$ cat src/hw/rtl/crc_pkt_pkg.sv
// ----------------------------------------------------------------------------
// crc_pkt_pkg: shared types, codes and CRC function
// Phase and status codes, transaction structs and the X-25 byte fold used by
// the packet deframer.
// ----------------------------------------------------------------------------
package crc_pkt_pkg;

    localparam int PhaseW  = 3;
    localparam int StatusW = 2;

    localparam logic [PhaseW-1:0] PH_CMD  = 3'd0;
    localparam logic [PhaseW-1:0] PH_LEN  = 3'd1;
    localparam logic [PhaseW-1:0] PH_DATA = 3'd2;
    localparam logic [PhaseW-1:0] PH_CRCL = 3'd3;
    localparam logic [PhaseW-1:0] PH_CRCH = 3'd4;

    localparam logic [StatusW-1:0] ST_OK      = 2'd0;
    localparam logic [StatusW-1:0] ST_CRC_ERR = 2'd1;
    localparam logic [StatusW-1:0] ST_TIMEOUT = 2'd2;

    localparam logic OP_BYTE    = 1'b0;
    localparam logic OP_TIMEOUT = 1'b1;

    localparam logic [15:0] CRC_POLY_REFL = 16'h8408;
    localparam logic [15:0] CRC_INIT      = 16'hFFFF;

    typedef struct packed {
        logic       op;
        logic [7:0] rx_byte;
    } in_item_t;

    typedef struct packed {
        logic      valid;
        in_item_t  item;
    } in_stage_t;

    typedef struct packed {
        logic [7:0]         data_byte;
        logic [7:0]         command;
        logic [7:0]         length;
        logic [StatusW-1:0] status;
        logic               last;
    } out_item_t;

    // Fold one byte into the reflected CRC, LSB first
    function automatic logic [15:0] crc_fold(input logic [15:0] acc, input logic [7:0] b);
        logic [15:0] c;
        c = acc ^ {8'h00, b};
        for (int i = 0; i < 8; i++)
        begin
            c = (c >> 1) ^ (c[0] ? CRC_POLY_REFL : 16'h0000);
        end
        return c;
    endfunction

endpackage

$ cat src/hw/rtl/crc_pkt_in_if.sv
// ----------------------------------------------------------------------------
// crc_pkt_in_if: received-byte channel
// Valid/ready channel carrying the operation code and the received byte.
// ----------------------------------------------------------------------------
interface crc_pkt_in_if;
    logic       valid;
    logic       ready;
    logic       op;
    logic [7:0] rx_byte;

    modport source (output valid, output op, output rx_byte, input ready);
    modport sink   (input valid, input op, input rx_byte, output ready);
endinterface

$ cat src/hw/rtl/crc_pkt_out_if.sv
// ----------------------------------------------------------------------------
// crc_pkt_out_if: deframed result channel
// Valid/ready channel carrying payload bytes and packet end results.
// ----------------------------------------------------------------------------
interface crc_pkt_out_if;
    logic       valid;
    logic       ready;
    logic [7:0] data_byte;
    logic [7:0] command;
    logic [7:0] length;
    logic [1:0] status;
    logic       last;

    modport source (output valid, output data_byte, output command, output length,
                    output status, output last, input ready);
    modport sink   (input valid, input data_byte, input command, input length,
                    input status, input last, output ready);
endinterface

$ cat src/hw/rtl/crc_pkt_in_stage.sv
// ----------------------------------------------------------------------------
// crc_pkt_in_stage: input register
// Registers one incoming transaction and holds it until the parser takes it.
// ----------------------------------------------------------------------------
module crc_pkt_in_stage
(
    input  logic                  clk,
    input  logic                  rst_n,
    input  logic                  in_valid,
    input  crc_pkt_pkg::in_item_t in_item,
    output logic                  in_ready,
    input  logic                  take,
    output crc_pkt_pkg::in_stage_t stage
);

    logic                  valid_reg;
    logic                  valid_next;
    crc_pkt_pkg::in_item_t item_reg;

    assign in_ready   = !valid_reg || take;
    assign valid_next = in_ready ? in_valid : valid_reg;

    always_ff @(posedge clk or negedge rst_n)
    begin
        if (!rst_n)
        begin
            valid_reg <= 1'b0;
        end
        else
        begin
            valid_reg <= valid_next;
        end
    end

    // Load a new transaction whenever the register is free
    always_ff @(posedge clk)
    begin
        if (in_valid && in_ready)
        begin
            item_reg <= in_item;
        end
    end

    assign stage.valid = valid_reg;
    assign stage.item  = item_reg;

endmodule

$ cat src/hw/rtl/crc_pkt_parser.sv
// ----------------------------------------------------------------------------
// crc_pkt_parser: packet state, CRC check and result register
// Steps the framing state on each registered transaction, folds bytes into
// the X-25 CRC and registers payload bytes and end results for output.
// ----------------------------------------------------------------------------
module crc_pkt_parser
(
    input  logic                   clk,
    input  logic                   rst_n,
    input  crc_pkt_pkg::in_stage_t stage,
    output logic                   take,
    output logic                   out_valid,
    input  logic                   out_ready,
    output crc_pkt_pkg::out_item_t out_item
);

    logic [crc_pkt_pkg::PhaseW-1:0] phase_reg;
    logic [crc_pkt_pkg::PhaseW-1:0] phase_next;
    logic [7:0]                     command_reg;
    logic [7:0]                     command_next;
    logic [7:0]                     length_reg;
    logic [7:0]                     length_next;
    logic [7:0]                     count_reg;
    logic [7:0]                     count_next;
    logic [15:0]                    crc_reg;
    logic [15:0]                    crc_next;
    logic [7:0]                     crc_low_reg;
    logic [7:0]                     crc_low_next;
    logic                           out_valid_reg;
    logic                           out_valid_next;
    crc_pkt_pkg::out_item_t         out_item_reg;
    crc_pkt_pkg::out_item_t         out_item_next;

    logic        out_free;
    logic        produce;
    logic [7:0]  b;
    logic [15:0] crc_base;
    logic [15:0] crc_folded;
    logic [7:0]  count_inc;
    logic [15:0] crc_rx;

    assign out_free   = !out_valid_reg || out_ready;
    assign take       = stage.valid && out_free;
    assign b          = stage.item.rx_byte;
    assign crc_base   = (phase_reg == crc_pkt_pkg::PH_LEN || phase_reg == crc_pkt_pkg::PH_DATA)
                        ? crc_reg : crc_pkt_pkg::CRC_INIT;
    assign crc_folded = crc_pkt_pkg::crc_fold(crc_base, b);
    assign count_inc  = count_reg + 8'd1;
    assign crc_rx     = {b, crc_low_reg};

    always_comb
    begin
        phase_next    = phase_reg;
        command_next  = command_reg;
        length_next   = length_reg;
        count_next    = count_reg;
        crc_next      = crc_reg;
        crc_low_next  = crc_low_reg;
        produce       = 1'b0;
        out_item_next = '{data_byte: 8'h00, command: command_reg, length: length_reg,
                          status: crc_pkt_pkg::ST_OK, last: 1'b0};
        if (take)
        begin
            if (stage.item.op == crc_pkt_pkg::OP_TIMEOUT)
            begin
                // Abort a packet in progress; ignore when waiting for a command
                if (phase_reg != crc_pkt_pkg::PH_CMD && phase_reg <= crc_pkt_pkg::PH_CRCH)
                begin
                    produce              = 1'b1;
                    out_item_next.status = crc_pkt_pkg::ST_TIMEOUT;
                    out_item_next.last   = 1'b1;
                end
                phase_next = crc_pkt_pkg::PH_CMD;
            end
            else
            begin
                unique case (phase_reg)
                    crc_pkt_pkg::PH_LEN:
                    begin
                        length_next = b;
                        count_next  = 8'h00;
                        crc_next    = crc_folded;
                        phase_next  = (b == 8'h00) ? crc_pkt_pkg::PH_CRCL : crc_pkt_pkg::PH_DATA;
                    end
                    crc_pkt_pkg::PH_DATA:
                    begin
                        crc_next   = crc_folded;
                        count_next = count_inc;
                        if (count_inc == length_reg)
                        begin
                            phase_next = crc_pkt_pkg::PH_CRCL;
                        end
                        produce                 = 1'b1;
                        out_item_next.data_byte = b;
                    end
                    crc_pkt_pkg::PH_CRCL:
                    begin
                        crc_low_next = b;
                        phase_next   = crc_pkt_pkg::PH_CRCH;
                    end
                    crc_pkt_pkg::PH_CRCH:
                    begin
                        produce              = 1'b1;
                        out_item_next.last   = 1'b1;
                        out_item_next.status = (crc_rx == ~crc_reg) ? crc_pkt_pkg::ST_OK
                                                                     : crc_pkt_pkg::ST_CRC_ERR;
                        phase_next           = crc_pkt_pkg::PH_CMD;
                    end
                    default:
                    begin
                        // Command byte: restart the packet
                        command_next = b;
                        length_next  = 8'h00;
                        count_next   = 8'h00;
                        crc_next     = crc_folded;
                        phase_next   = crc_pkt_pkg::PH_LEN;
                    end
                endcase
            end
        end
        if (take)
        begin
            out_valid_next = produce;
        end
        else
        begin
            out_valid_next = out_valid_reg && !out_ready;
        end
    end

    always_ff @(posedge clk or negedge rst_n)
    begin
        if (!rst_n)
        begin
            phase_reg     <= crc_pkt_pkg::PH_CMD;
            command_reg   <= 8'h00;
            length_reg    <= 8'h00;
            count_reg     <= 8'h00;
            crc_reg       <= crc_pkt_pkg::CRC_INIT;
            out_valid_reg <= 1'b0;
        end
        else
        begin
            phase_reg     <= phase_next;
            command_reg   <= command_next;
            length_reg    <= length_next;
            count_reg     <= count_next;
            crc_reg       <= crc_next;
            out_valid_reg <= out_valid_next;
        end
    end

    always_ff @(posedge clk)
    begin
        crc_low_reg <= crc_low_next;
        if (take && produce)
        begin
            out_item_reg <= out_item_next;
        end
    end

    assign out_valid = out_valid_reg;
    assign out_item  = out_item_reg;

    a_phase_range: assert property (@(posedge clk) disable iff (!rst_n)
        phase_reg <= crc_pkt_pkg::PH_CRCH)
        else $error("phase left the legal range");

    a_payload_fields: assert property (@(posedge clk) disable iff (!rst_n)
        (out_valid_reg && !out_item_reg.last) |-> (out_item_reg.status == crc_pkt_pkg::ST_OK))
        else $error("payload result carries a non-ok status");

    a_end_data_zero: assert property (@(posedge clk) disable iff (!rst_n)
        (out_valid_reg && out_item_reg.last) |-> (out_item_reg.data_byte == 8'h00))
        else $error("end result carries a data byte");

    a_cmd_to_len: assert property (@(posedge clk) disable iff (!rst_n)
        (take && stage.item.op == crc_pkt_pkg::OP_BYTE && phase_reg == crc_pkt_pkg::PH_CMD)
        |=> (phase_reg == crc_pkt_pkg::PH_LEN && !out_valid_reg))
        else $error("command byte did not advance to length");

    a_timeout_result: assert property (@(posedge clk) disable iff (!rst_n)
        (take && stage.item.op == crc_pkt_pkg::OP_TIMEOUT && phase_reg != crc_pkt_pkg::PH_CMD)
        |=> (out_valid_reg && out_item_reg.last
             && out_item_reg.status == crc_pkt_pkg::ST_TIMEOUT
             && phase_reg == crc_pkt_pkg::PH_CMD))
        else $error("timeout in progress gave no abort result");

endmodule

$ cat src/hw/rtl/crc_packet_deframer.sv
// ----------------------------------------------------------------------------
// crc_packet_deframer: X-25 CRC framed packet receiver
// Input register, packet parser and result register between two channels.
// ----------------------------------------------------------------------------
// Each transaction on in_ch is a received byte (op 0) or a receive timeout
// (op 1). Packets are command, length, 0 to 255 payload bytes, then the
// CRC-16/X-25 over command, length and payload, low byte first. Every payload
// byte leaves on out_ch with last low; after the second CRC byte one result
// with last high gives command, length and status (ok or crc mismatch). A
// timeout during a packet gives a last result with status timeout; a timeout
// between packets gives nothing. The block takes one transaction per cycle
// while out_ch is not stalled; each passes from acceptance through the input
// register, then through the parser and its byte-wide CRC fold into the
// result register. in_ch.ready drops only while both registers hold a
// transaction and out_ch is stalled.
module crc_packet_deframer
(
    input  logic          clk,
    input  logic          rst_n,
    crc_pkt_in_if.sink    in_ch,
    crc_pkt_out_if.source out_ch
);

    crc_pkt_pkg::in_item_t  in_item;
    crc_pkt_pkg::in_stage_t stage;
    crc_pkt_pkg::out_item_t out_item;
    logic                   take;

    assign in_item.op      = in_ch.op;
    assign in_item.rx_byte = in_ch.rx_byte;

    crc_pkt_in_stage u_in_stage
    (
        .clk      (clk),
        .rst_n    (rst_n),
        .in_valid (in_ch.valid),
        .in_item  (in_item),
        .in_ready (in_ch.ready),
        .take     (take),
        .stage    (stage)
    );

    crc_pkt_parser u_parser
    (
        .clk       (clk),
        .rst_n     (rst_n),
        .stage     (stage),
        .take      (take),
        .out_valid (out_ch.valid),
        .out_ready (out_ch.ready),
        .out_item  (out_item)
    );

    assign out_ch.data_byte = out_item.data_byte;
    assign out_ch.command   = out_item.command;
    assign out_ch.length    = out_item.length;
    assign out_ch.status    = out_item.status;
    assign out_ch.last      = out_item.last;

endmodule
$ cat src/flat_wrapper.sv
// flat-port wrapper written by rule: the top's interface ports become plain ports
module crc_packet_deframer_flat 
  (clk, rst_n, in_ch_valid, in_ch_op, in_ch_rx_byte, in_ch_ready, out_ch_valid, out_ch_data_byte, out_ch_command, out_ch_length, out_ch_status, out_ch_last, out_ch_ready);
  crc_pkt_in_if in_ch_i ();
  crc_pkt_out_if out_ch_i ();
  input  logic clk;
  input  logic rst_n;
  input wire logic [$bits(in_ch_i.valid)-1:0] in_ch_valid;
  input wire logic [$bits(in_ch_i.op)-1:0] in_ch_op;
  input wire logic [$bits(in_ch_i.rx_byte)-1:0] in_ch_rx_byte;
  output wire logic [$bits(in_ch_i.ready)-1:0] in_ch_ready;
  output wire logic [$bits(out_ch_i.valid)-1:0] out_ch_valid;
  output wire logic [$bits(out_ch_i.data_byte)-1:0] out_ch_data_byte;
  output wire logic [$bits(out_ch_i.command)-1:0] out_ch_command;
  output wire logic [$bits(out_ch_i.length)-1:0] out_ch_length;
  output wire logic [$bits(out_ch_i.status)-1:0] out_ch_status;
  output wire logic [$bits(out_ch_i.last)-1:0] out_ch_last;
  input wire logic [$bits(out_ch_i.ready)-1:0] out_ch_ready;
  assign in_ch_i.valid = in_ch_valid;
  assign in_ch_i.op = in_ch_op;
  assign in_ch_i.rx_byte = in_ch_rx_byte;
  assign in_ch_ready = in_ch_i.ready;
  assign out_ch_valid = out_ch_i.valid;
  assign out_ch_data_byte = out_ch_i.data_byte;
  assign out_ch_command = out_ch_i.command;
  assign out_ch_length = out_ch_i.length;
  assign out_ch_status = out_ch_i.status;
  assign out_ch_last = out_ch_i.last;
  assign out_ch_i.ready = out_ch_ready;
  crc_packet_deframer u_core (.clk(clk), .rst_n(rst_n), .in_ch(in_ch_i), .out_ch(out_ch_i));
endmodule
$ cat config.mk
export PLATFORM = sky130hd
export DESIGN_NAME = crc_packet_deframer_flat
export DESIGN_NICKNAME = d
export VERILOG_FILES = /design/src/hw/rtl/crc_pkt_pkg.sv /design/src/hw/rtl/crc_pkt_in_if.sv /design/src/hw/rtl/crc_pkt_out_if.sv /design/src/hw/rtl/crc_pkt_in_stage.sv /design/src/hw/rtl/crc_pkt_parser.sv /design/src/hw/rtl/crc_packet_deframer.sv /design/src/flat_wrapper.sv
export SDC_FILE = /design/constraint.sdc
export NUM_CORES = 1
export LEC_CHECK = 0
export BUFFER_PORTS_ARGS = -buffer_cell sky130_fd_sc_hd__buf_2
export CELL_PAD_IN_SITES_DETAIL_PLACEMENT = 0
export CELL_PAD_IN_SITES_GLOBAL_PLACEMENT = 2
export CORE_MARGIN = 2
export CORE_UTILIZATION = 43
export DETAILED_ROUTE_END_ITERATION = 12
export PLACE_DENSITY = 0.9
export SYNTH_ARGS = -nofsm -noshare
export SYNTH_HDL_FRONTEND = slang
export SYNTH_HIERARCHICAL = 1
export SYNTH_SLANG_ARGS = --single-unit
export TNS_END_PERCENT = 5
$ cat constraint.sdc
create_clock -name clk -period 5.8 [get_ports clk]
set_clock_uncertainty 0.1 [all_clocks]
set_input_delay 0 -clock clk [delete_from_list [all_inputs] [get_ports clk]]
set_output_delay 0 -clock clk [all_outputs]
set_load 0.02 [all_outputs]
==> run_results.csv <==
group,metric,value,unit
cts,root_buffer,"clkbuf_8",
placed_design,port-buffer-count,41,
critical_path,r2r_start,"u_core/u_parser/phase_reg[2]$_DFFE_PN0P_",
final_layout,largest_reg_flops,27,
worst_hold_path,holdPathStages,2,
route,drt_iter0_drc,211,
yosys,synth_cell_types,50,
yosys,yosys.area.top_type_share,31.6,%
sta,setup_viol,0,
route,ant_nets,0,
floorplanning,die_x,103,um
yosys,netlist_area,0.00419,mm^2
critical_path,crit_type,"flip-flop to flip-flop",
route,drc_errors,0,
cts,clk_latency,350,ps
sta,period_needed,2660,ps
pwr,ir_drop,0.210,mV
global_routing,grt_util_all_layers,18.5,%
sta,finalSetupTns,0,ps
floorplanning,rows,36,
sta,finalCritPeriodShare,45.8,%
cts,postCtsHoldBufs,12,
yosys,synth.area.top_cells,"edfxtp_1 (32%), dfrtp_1 (17%), dfstp_2 (10%), xnor2_1 (5.9%), xor2_1 (5.9%)",
floorplanning,die-area,0.0105,mm^2
job,maxCapViolations,0,
sta,final_max_slew_viol_count,0,
yosys,synth_top_area_cell,"edfxtp_1",
critical_path,slowest_stage,"dfrtp_1",
pwr,p_total,2.49,mW
yosys,post_synth.cell_area_avg,12.0,um^2
floorplanning,core,0.00959,mm^2
route,dr.pass1.iters,4,
critical_path,path_max_fanout,45,
worst_hold_path,hold_class,"input pin to flip-flop",
placed_design,hpwlAfterDp,5880,um
cts,cts-buffers-inserted,9,
global_routing,grt_max_degree,46,
yosys,seq_area_frac_synth,59.0,%
cts,cts_resized,0,
yosys,ys_warn_count,6,
critical_path,reg2regPathDepth,4,
global_routing,grt_pass1_vias,2774,
floorplanning,io_pins,42,
cts,clk_pin_slew,90,ps
final_layout,final_cell_count_no_fill,532,
yosys,synth_edf_count,44,
final_layout,drive_above_1_share,23.6,%
critical_path,cp.arrival,2840,ps
placed_design,gp_congestion,0.808,
placed_design,numPlacedInstances,504,
global_routing,antenna_found_initial,0,
cts,htreeDepth,3,
cts,cts_buffer_depth,2,
critical_path,cp-start-kind,"flip-flop",
route,routed_wl,8980,um
final_layout,n_fill_cell,857,
critical_path,worstReg2RegEnd,"u_core/u_parser/crc_reg[13]$_DFFE_PN1P_",
critical_path,crit_start,"u_core/u_parser/phase_reg[2]$_DFFE_PN0P_",
cts,clkSinkCount,89,
pwr,powerDensity,512,mW/mm^2
critical_path,path_cells,"ha_1, nand2b_1, or2_2, mux2_2",
sta,fmax,376,MHz
route,avgRoutedWirePerCell,16.9,um
critical_path,required,5980,ps
final_layout,antenna_cells,0,
critical_path,crit_end,"u_core/u_parser/crc_reg[13]$_DFFE_PN1P_",
sta,tightestPinTransition,1060,ps
critical_path,end_kind,"flip-flop",
cts,cts_tree,"yes",
floorplanning,die_y,103,um
final_layout,nNetsFinal,409,
sta,rsz0062_at_grt,"no",
sta,hold_violations,0,
yosys,ys_ff_latch,89,
route,vias,2729,
final_layout,area_growth,15.9,%
route,vias_per_cell,5.13,
outcome,outcome,"finished clean",
global_routing,grt_pass1_wl,14600,um
floorplanning,start_util,43.6,%
critical_path,cpPeakStageDelay,790,ps
global_routing,gr-total-overflow,0,
cts,postCtsSetupRepairBufs,0,
yosys,synthFlopType,"edfxtp_1",
critical_path,r2r_slack,3140,ps
sta,slew_headroom,29.4,%
yosys,syn-num-nets,363,
pwr,p_leak,1.91,nW
yosys,async_reset_ff_share,50.6,%
yosys,syn-instance-count,348,
## layout by cell type (no fill, tap or decap), types with 11 or more instances in the layout
cell type,instances
edfxtp_1,44
buf_2,41
nand2_1,32
xor2_1,28
o21ai_0,27
mux2_2,11
dfstp_2,16
dlygate4sd3_1,12
nor2_1,21
xnor2_1,28
dfrtp_1,29
## power by group
group / total, mW / internal [mW] / switching (mW)
Sequential: 1.11 / 0.925 / 0.187
Clock: 0.503 / 0.286 / 0.217
Combinational: 0.872 / 0.392 / 0.480
## how the worst min path moves through the flow
stage                     startpoint                                       to  slack (ps)
floorplan                      rst_n  u_core/u_in_stage/valid_reg$_DFFE_PN0P_        -400
global placement    in_ch_rx_byte[6]     u_core/u_in_stage/stage[6]$_DFFE_PP_          80
detailed placement  in_ch_rx_byte[1]     u_core/u_in_stage/stage[1]$_DFFE_PP_          80
CTS                 in_ch_rx_byte[5]     u_core/u_in_stage/stage[5]$_DFFE_PP_         240
global route        in_ch_rx_byte[1]     u_core/u_in_stage/stage[1]$_DFFE_PP_         250
finish              in_ch_rx_byte[6]     u_core/u_in_stage/stage[6]$_DFFE_PP_         260
## stage by stage
stage / setup slack (ps) / instance area [um^2] / hold slack (ps) / util (%)
after floorplan: 2740 / 4190 / -396 / -
after global placement: 3230 / 4490 / 76.6 / 46.8
after detailed placement: 3140 / 4490 / 78.1 / 46.8
after CTS: 3160 / 4850 / 242 / 50.6
after global routing: 2880 / 4850 / 247 / 50.6
final: 3140 / 4850 / 260 / 50.6
## cells by family (layout without fill, tap and decap cells)
group                    Yosys count  after routing  share of synthesized area [%]
AND/OR/NAND/NOR                  111            111                           13.9
flip-flops                        89             89                           59.0
adder cells (fa/ha/maj)            2              2                          0.598
XOR/XNOR                          58             58                           12.7
multiplexers                      11             11                           2.96
buffers and inverters             20             71                           2.15
AO/OA/AOI/OAI                     57             57                           8.73
## cell usage after synthesis (2+ instances only)
library cell	number
o31ai_1	2
nand3b_1	3
buf_2	2
inv_1	2
nor4_1	3
ha_1	2
a22o_1	5
or2_1	2
clkbuf_1	12
nand2b_1	7
nand4_1	5
edfxtp_1	44
a21o_1	4
a22oi_1	8
dfstp_2	16
xor2_1	28
nand2_1	32
mux2_2	11
nor2b_1	3
nor2_1	21
nand3_1	3
dfrtp_1	29
o21ai_0	27
xnor2_1	28
or2_2	3
buf_4	3
and2_1	9
nor3_1	10
a21oi_1	3
## area by class of cell
cell class | count | area [um^2] | share of cell area, %
Tap cell | 133 | 166 | 3.43
Sequential cell | 89 | 2470 | 50.9
Clock buffer | 9 | 124 | 2.55
Multi-Input combinational cell | 239 | 1640 | 33.9
Timing Repair Buffer | 53 | 325 | 6.70
Clock inverter | 7 | 119 | 2.45
Inverter | 2 | 7.51 | 0.155
## critical path, delay by kind of cell, from the launching register on
kind | cells | cell delay, ps
multiplexers | 1 | 420
adder cells (fa/ha/maj) | 1 | 360
flip-flops | 1 | 790
AND/OR/NAND/NOR | 2 | 920
## metal layers
metal	vias to the layer above	part of all wire (%)	GRT usage (%)
li1	1316	-	-
met1	1342	47	26.4
met2	64	46	28.4
met3	7	5.2	3.59
met4	0	1.2	6.36
met5	-	0	0
Power figures use the tool's default switching activity.
